**config.mk**
```make
export PLATFORM = sky130hd
export DESIGN_NAME = line_rasterizer_top
export DESIGN_NICKNAME = d
export VERILOG_FILES = /design/src/rtl/lr_pkg.sv /design/src/rtl/lr_line_engine.sv /design/src/rtl/line_rasterizer_top.sv
export SDC_FILE = /design/constraint.sdc
export NUM_CORES = 1
export LEC_CHECK = 0
export BUFFER_PORTS_ARGS = -buffer_cell sky130_fd_sc_hd__buf_2
export CELL_PAD_IN_SITES_DETAIL_PLACEMENT = 1
export CELL_PAD_IN_SITES_GLOBAL_PLACEMENT = 2
export CORE_AREA = 3 3 197 199
export DETAILED_ROUTE_END_ITERATION = 16
export DIE_AREA = 0 0 200 202
export PLACE_DENSITY_LB_ADDON = 0.1
export SLEW_MARGIN = 20
export SYNTH_ARGS = -nofsm -noshare
export SYNTH_HDL_FRONTEND = slang
export SYNTH_HIERARCHICAL = 1
export SYNTH_SLANG_ARGS = --single-unit
```
**constraint.sdc**
```tcl
create_clock -name clk -period 23 [get_ports clk]
set_input_delay 2.3 -clock clk [delete_from_list [all_inputs] [get_ports clk]]
set_output_delay 2.3 -clock clk [all_outputs]
set_load 0.1 [all_outputs]
```
**src/rtl/lr_pkg.sv**
```systemverilog
// Shared types and constants for the line rasterizer.
// No dependencies; used by lr_line_engine and line_rasterizer_top.
package lr_pkg;

	// Command codes carried on the func field
	typedef enum logic {
		FUNC_LOAD = 1'b0,
		FUNC_STEP = 1'b1
	} func_t;

	localparam int unsigned COLOR_BITS = 24;

	// Control side of one engine result
	typedef struct packed {
		logic pix_valid;
		logic last;
	} pix_ctl_t;

endpackage

```
**src/rtl/lr_line_engine.sv**
```systemverilog
// Line state and per-word Bresenham logic: load setup and one pixel step.
// Depends on lr_pkg.
module lr_line_engine #(
	parameter int unsigned COORD_BITS = 12
) (
	input  logic                             clk,
	input  logic                             arst_n,
	input  logic                             go,
	input  logic                             func,
	input  logic signed [COORD_BITS-1:0]     x_start,
	input  logic signed [COORD_BITS-1:0]     y_start,
	input  logic signed [COORD_BITS-1:0]     x_end,
	input  logic signed [COORD_BITS-1:0]     y_end,
	input  logic [lr_pkg::COLOR_BITS-1:0]    line_color,
	output lr_pkg::pix_ctl_t                 ctl,
	output logic signed [COORD_BITS-1:0]     pixel_x,
	output logic signed [COORD_BITS-1:0]     pixel_y,
	output logic [lr_pkg::COLOR_BITS-1:0]    pixel_rgb
);

	localparam int unsigned DB = COORD_BITS + 1;
	localparam int unsigned EB = COORD_BITS + 4;

	logic                            active_q;
	logic                            x_is_major_q;
	logic                            minor_rises_q;
	logic signed [COORD_BITS-1:0]    major_pos_q;
	logic signed [COORD_BITS-1:0]    minor_pos_q;
	logic signed [COORD_BITS-1:0]    major_stop_q;
	logic [DB-1:0]                   major_delta_q;
	logic [DB-1:0]                   minor_delta_q;
	logic signed [EB-1:0]            error_term_q;
	logic [lr_pkg::COLOR_BITS-1:0]   held_color_q;

	logic is_load;
	logic is_step;
	assign is_load = (lr_pkg::func_t'(func) == lr_pkg::FUNC_LOAD);
	assign is_step = (lr_pkg::func_t'(func) == lr_pkg::FUNC_STEP);

	// Load setup: pick the major axis and order the endpoints
	logic signed [DB-1:0]         dx, dy, dmin_s;
	logic [DB-1:0]                adx, ady;
	logic                         ld_x_major;
	logic signed [COORD_BITS-1:0] a0, b0, a1, b1, ma0, mb0, ma1, mb1;
	logic                         swap;
	logic [DB-1:0]                ld_major_delta, ld_minor_delta;

	always_comb begin
		dx = $signed({x_end[COORD_BITS-1], x_end}) - $signed({x_start[COORD_BITS-1], x_start});
		dy = $signed({y_end[COORD_BITS-1], y_end}) - $signed({y_start[COORD_BITS-1], y_start});
		adx = dx[DB-1] ? DB'(-dx) : DB'(dx);
		ady = dy[DB-1] ? DB'(-dy) : DB'(dy);
		ld_x_major = adx > ady;
		if (ld_x_major) begin
			a0 = x_start; b0 = y_start; a1 = x_end; b1 = y_end;
		end else begin
			a0 = y_start; b0 = x_start; a1 = y_end; b1 = x_end;
		end
		swap = a0 > a1;
		ma0 = swap ? a1 : a0;
		mb0 = swap ? b1 : b0;
		ma1 = swap ? a0 : a1;
		mb1 = swap ? b0 : b1;
		ld_major_delta = DB'($signed({ma1[COORD_BITS-1], ma1}) - $signed({ma0[COORD_BITS-1], ma0}));
		dmin_s = $signed({mb1[COORD_BITS-1], mb1}) - $signed({mb0[COORD_BITS-1], mb0});
		ld_minor_delta = dmin_s[DB-1] ? DB'(-dmin_s) : DB'(dmin_s);
	end

	// Step: update the error term and the minor coordinate
	logic signed [EB-1:0]         two_min, two_maj, err_next;
	logic signed [COORD_BITS-1:0] minor_next;
	logic                         fin;

	always_comb begin
		two_min = $signed({2'b00, minor_delta_q, 1'b0});
		two_maj = $signed({2'b00, major_delta_q, 1'b0});
		if (error_term_q <= 0) begin
			minor_next = minor_pos_q;
			err_next = error_term_q + two_min;
		end else begin
			minor_next = minor_rises_q ? minor_pos_q + 1'b1 : minor_pos_q - 1'b1;
			err_next = error_term_q + two_min - two_maj;
		end
		fin = major_pos_q >= major_stop_q;
	end

	// Drive the pixel for the word being processed
	always_comb begin
		ctl.pix_valid = go && is_step && active_q;
		ctl.last = fin;
		pixel_x = x_is_major_q ? major_pos_q : minor_next;
		pixel_y = x_is_major_q ? minor_next : major_pos_q;
		pixel_rgb = held_color_q;
	end

	// Hold line state; load replaces it, step advances it
	always_ff @(posedge clk or negedge arst_n) begin
		if (!arst_n) begin
			active_q      <= 1'b0;
			x_is_major_q  <= 1'b0;
			minor_rises_q <= 1'b0;
			major_pos_q   <= '0;
			minor_pos_q   <= '0;
			major_stop_q  <= '0;
			major_delta_q <= '0;
			minor_delta_q <= '0;
			error_term_q  <= '0;
			held_color_q  <= '0;
		end else if (go && is_load) begin
			active_q      <= 1'b1;
			x_is_major_q  <= ld_x_major;
			minor_rises_q <= mb1 >= mb0;
			major_pos_q   <= ma0;
			minor_pos_q   <= mb0;
			major_stop_q  <= ma1;
			major_delta_q <= ld_major_delta;
			minor_delta_q <= ld_minor_delta;
			error_term_q  <= '0;
			held_color_q  <= line_color;
		end else if (go && is_step && active_q) begin
			minor_pos_q  <= minor_next;
			error_term_q <= err_next;
			if (fin) begin
				active_q <= 1'b0;
			end else begin
				major_pos_q <= major_pos_q + 1'b1;
			end
		end
	end

	// A load always arms the line
	a_load_arms: assert property (@(posedge clk) disable iff (!arst_n)
		go && is_load |=> active_q)
		else $error("line not active after load");

	// The final pixel disarms the line
	a_last_disarms: assert property (@(posedge clk) disable iff (!arst_n)
		ctl.pix_valid && fin |=> !active_q)
		else $error("line still active after final pixel");

	// An idle engine emits nothing
	a_idle_quiet: assert property (@(posedge clk) disable iff (!arst_n)
		!active_q |-> !ctl.pix_valid)
		else $error("pixel emitted while idle");

endmodule

```
**src/rtl/line_rasterizer_top.sv**
```systemverilog
// Top level of the line rasterizer: input register, line engine, result register.
// Depends on lr_pkg and lr_line_engine.
// A step word waits in the input register; its pixel is captured in the result register.
// Throughput: one word per cycle unless stalled, set by the single compare-and-add step.
// Load words produce no pixel; steps while no line is active produce nothing.
// Reset (arst_n low, asynchronous) empties both registers and leaves no line active.
module line_rasterizer_top #(
	parameter int unsigned COORD_BITS = 12
) (
	input  logic                             clk,
	input  logic                             arst_n,
	input  logic                             in_valid,
	output logic                             in_stall,
	input  logic                             func,
	input  logic signed [COORD_BITS-1:0]     x_start,
	input  logic signed [COORD_BITS-1:0]     y_start,
	input  logic signed [COORD_BITS-1:0]     x_end,
	input  logic signed [COORD_BITS-1:0]     y_end,
	input  logic [lr_pkg::COLOR_BITS-1:0]    line_color,
	output logic                             out_valid,
	input  logic                             out_stall,
	output logic signed [COORD_BITS-1:0]     pixel_x,
	output logic signed [COORD_BITS-1:0]     pixel_y,
	output logic [lr_pkg::COLOR_BITS-1:0]    pixel_rgb,
	output logic                             last
);

	logic                          valid_s1;
	logic                          func_s1;
	logic signed [COORD_BITS-1:0]  x_start_s1, y_start_s1, x_end_s1, y_end_s1;
	logic [lr_pkg::COLOR_BITS-1:0] color_s1;

	logic                          out_valid_q;
	logic signed [COORD_BITS-1:0]  pixel_x_q, pixel_y_q;
	logic [lr_pkg::COLOR_BITS-1:0] pixel_rgb_q;
	logic                          last_q;

	logic                          advance;
	logic                          go;
	lr_pkg::pix_ctl_t              eng_ctl;
	logic signed [COORD_BITS-1:0]  eng_x, eng_y;
	logic [lr_pkg::COLOR_BITS-1:0] eng_color;

	// The result register frees up when empty or when its word is taken
	assign advance  = !out_valid_q || !out_stall;
	assign go       = valid_s1 && advance;
	assign in_stall = valid_s1 && !advance;

	// Input register: load a new word whenever the held one moves on
	always_ff @(posedge clk or negedge arst_n) begin
		if (!arst_n) begin
			valid_s1 <= 1'b0;
		end else if (!in_stall) begin
			valid_s1 <= in_valid;
		end
	end

	always_ff @(posedge clk) begin
		if (!in_stall) begin
			func_s1    <= func;
			x_start_s1 <= x_start;
			y_start_s1 <= y_start;
			x_end_s1   <= x_end;
			y_end_s1   <= y_end;
			color_s1   <= line_color;
		end
	end

	lr_line_engine #(
		.COORD_BITS (COORD_BITS)
	) u_engine (
		.clk         (clk),
		.arst_n      (arst_n),
		.go          (go),
		.func        (func_s1),
		.x_start     (x_start_s1),
		.y_start     (y_start_s1),
		.x_end       (x_end_s1),
		.y_end       (y_end_s1),
		.line_color  (color_s1),
		.ctl         (eng_ctl),
		.pixel_x     (eng_x),
		.pixel_y     (eng_y),
		.pixel_rgb   (eng_color)
	);

	// Result register: capture a pixel, or drop the word once taken
	always_ff @(posedge clk or negedge arst_n) begin
		if (!arst_n) begin
			out_valid_q <= 1'b0;
		end else if (advance) begin
			out_valid_q <= eng_ctl.pix_valid;
		end
	end

	always_ff @(posedge clk) begin
		if (advance) begin
			pixel_x_q   <= eng_x;
			pixel_y_q   <= eng_y;
			pixel_rgb_q <= eng_color;
			last_q      <= eng_ctl.last;
		end
	end

	assign out_valid = out_valid_q;
	assign pixel_x   = pixel_x_q;
	assign pixel_y   = pixel_y_q;
	assign pixel_rgb = pixel_rgb_q;
	assign last      = last_q;

	// Stall only ever comes from a held word
	a_stall_held: assert property (@(posedge clk) disable iff (!arst_n)
		in_stall |-> valid_s1 && out_valid_q && out_stall)
		else $error("input stalled without a blocked word");

	// A blocked result keeps the input word in place
	a_s1_holds: assert property (@(posedge clk) disable iff (!arst_n)
		in_stall |=> valid_s1 && $stable(func_s1) && $stable(x_start_s1))
		else $error("input word moved while stalled");

	// A pixel is produced only when the engine processes a word
	a_pix_from_go: assert property (@(posedge clk) disable iff (!arst_n)
		eng_ctl.pix_valid |-> go)
		else $error("engine pixel without processed word");

endmodule
```
==> out/summary.txt <==
Syn Inst Count -> 1660
fill count -> 4275
critical path class -> flop to flop
CTS tree -> built
post-CTS setup buffer count -> 0
Slew @ Worst Pin -> 1.03 ns
max-slew violations -> 0
Worst-Skew Late Latency -> 0.57 ns
GRT Residual Overflow -> 0
Worst Setup Start Kind -> flop
CP max stage cell -> a21oi_1
CP endpoint kind -> flop
asr flop ratio synth -> 0.465
CP max FO -> 73
Synth Register Bits -> 228
Tmin final -> 13.13 ns
Hold Path Depth -> 2
Slew Limit Headroom -> 0.306
post-layout util -> 0.462
Fin. Hold Viols -> 0
Crit path required time -> 23.44 ns
clk root buf -> clkbuf_16
Die Area -> 40400 um^2
via count -> 12529
commonest non-fill, non-tap cell in the layout -> nand2_1
endpoints failing setup -> 0
CP Data Arrival Time -> 13.56 ns
status -> finished, final reports clean
Largest stage delay, worst path -> 0.72 ns
Via density -> 5.45
NumNets Final -> 1962
most frequent cells in the layout -> 271 x nand2_1, 136 x o21ai_0, 126 x buf_2
Mapped Nets -> 1855
Placer Congestion -> 0.829
htree depth -> 1
Sink Count -> 228
clock-pin slew on the worst setup and hold paths -> 0.06 ns
antenna violations before repair -> 0
first-pass GRT wire length -> 73.7 mm
Post-synth top flop -> edfxtp_1
CORE AREA -> 37400 um^2
Hold Crit Class -> flop to flop
I/O Buffers -> 127
sum of negative setup slack -> 0 ns
max cap viols -> 0
Syn Area/Cell -> 9.17 um^2
# DRC -> 0
# resized after CTS -> 0
vias in the first global route -> 13119
Die Y -> 202 um
RSZ-0062 raised after global routing -> false
Post-synth EDFFs -> 122
Site Rows -> 71
crit-path most repeated cell -> o21ai_0
drt total wl -> 46.0 mm
sequential-to-total area share from yosys stat -> 0.415
number of diodes -> 0
initial core utilization -> 0.407
TritonCTS Buffers -> 27
worst reg-to-reg path cell count -> 48
final clock skew -> 0.0228 ns
width of the die -> 200 um
Synth cell types -> 84
largest net degree at the start of global routing -> 74
Mapped Area -> 15200 um^2
Hold-fix buffers, CTS -> 0
achievable clock frequency -> 76.2 MHz
period utilisation layout -> 0.571
Global Route Usage Sum -> 0.232
layout cells sized above 1 -> 0.132
Area Overhead vs Synth -> 13.7%
Initial DRC Count -> 715
I/O pins -> 128
TritonRoute pass-1 iters -> 4
Avg WL per Cell -> 20.0 um
HPWL Detailed -> 35.7 mm
clk buf depth -> 3
number of warnings issued by yosys -> 6
Post-DRT Antenna Nets -> 0
per-layer routing:
layer	vias to the layer above	wire length, um	GRT usage	part of all wire
met2	184	22000	0.391	0.48
li1	6128	-	-	-
met1	6156	21400	0.320	0.47
met5	-	0	0	0
met3	61	1380	0.0228	0.030
met4	0	1220	0.0596	0.027
synth_stat cells (11+ instances only):
| library cell | n | area [um^2] |
|---|---|---|
| a211oi_1 | 18 | 135 |
| nand3_1 | 17 | 85.1 |
| ha_1 | 112 | 1400 |
| and3_1 | 13 | 81.3 |
| a21boi_0 | 18 | 135 |
| dfrtp_1 | 106 | 2650 |
| or3_1 | 13 | 81.3 |
| o21bai_1 | 16 | 120 |
| clkbuf_1 | 45 | 169 |
| a21oi_1 | 94 | 470 |
| nand4_1 | 12 | 75.1 |
| a21o_1 | 26 | 195 |
| xnor2_1 | 56 | 490 |
| xor2_1 | 41 | 359 |
| o21ai_0 | 136 | 681 |
| mux2i_1 | 30 | 300 |
| nand2_1 | 274 | 1030 |
| o211ai_1 | 29 | 218 |
| inv_1 | 119 | 447 |
| a31oi_1 | 23 | 144 |
| nor3_1 | 17 | 85.1 |
| mux2_2 | 16 | 180 |
| o21ai_1 | 11 | 55.1 |
| nor2_1 | 125 | 469 |
| edfxtp_1 | 122 | 3660 |
| nor2b_1 | 15 | 93.8 |
final timing paths:
| kind | from | end | slack (ns) |
|---|---|---|---|
| max | x_start_s1[0]$_DFFE_PN_ | u_engine/minor_delta_q[10]$_DFFE_PN0P_ | 9.87 |
| min | color_s1[3]$_DFFE_PN_ | u_engine/pixel_rgb[3]$_DFFE_PN0P_ | 0.44 |
| max reg2reg | x_start_s1[0]$_DFFE_PN_ | u_engine/minor_delta_q[10]$_DFFE_PN0P_ | 9.87 |
| min reg2reg | color_s1[3]$_DFFE_PN_ | u_engine/pixel_rgb[3]$_DFFE_PN0P_ | 0.44 |
| max in group asynchronous | arst_n | u_engine/pixel_rgb[16]$_DFFE_PN0P_ | 19.90 |
| min in group asynchronous | arst_n | u_engine/error_term_q[10]$_DFFE_PN0P_ | 1.72 |
critical path: cells and delay by family (launching register included):
kind,cells,cell delay (ns)
AO/OA/AOI/OAI,22,5.86
XOR/XNOR,2,0.36
adder cells (fa/ha/maj),5,1.82
buffers and inverters,3,1.01
flip-flops,1,0.48
AND/OR/NAND/NOR,16,3.42
state kept, by name (all words and copies together), names as in the netlist, 13 cells and up:
signal                  cells
u_engine/pixel_rgb         24
color_s1                   24
u_engine/major_delta_q     13
pixel_rgb                  24
u_engine/minor_delta_q     13
u_engine/error_term_q      15
cell families after synthesis:
family	Yosys count	share of synthesized area
xor gates and xnor gates	97	0.0558
and+or+nand+nor	522	0.150
adders and majority gates	125	0.105
DFF	228	0.415
AOI/OAI and AO/OA	458	0.197
muxes	46	0.0316
buffers and inverters	184	0.0465
through the flow:
stage          hold WS [ns]  setup slack, ns  cells  area (um^2)
2_1_floorplan         0.415            12.08   1660        15200
4_1_cts               0.444             9.96   2299        17300
5_1_grt               0.451             8.56   2299        17300
3_5_place_dp          0.429            10.06   2249        16400
3_3_place_gp          0.419            10.44   2249        16400
6_report              0.439             9.87   2299        17300
area by class of cell:
type                    instances  area [um^2]  area share
multi-input cells            1248         8250       0.477
well taps                     511          639      0.0370
repair buffers                143          758      0.0438
clock inverters                11          150     0.00868
clock buffers                  39          741      0.0428
flip-flops and latches        228         6320       0.365
inverters                     119          447      0.0258
Power is left out: the tool's default activity adds up to more than one toggle a clock period on the data nets, which glitch-free logic cannot reach.
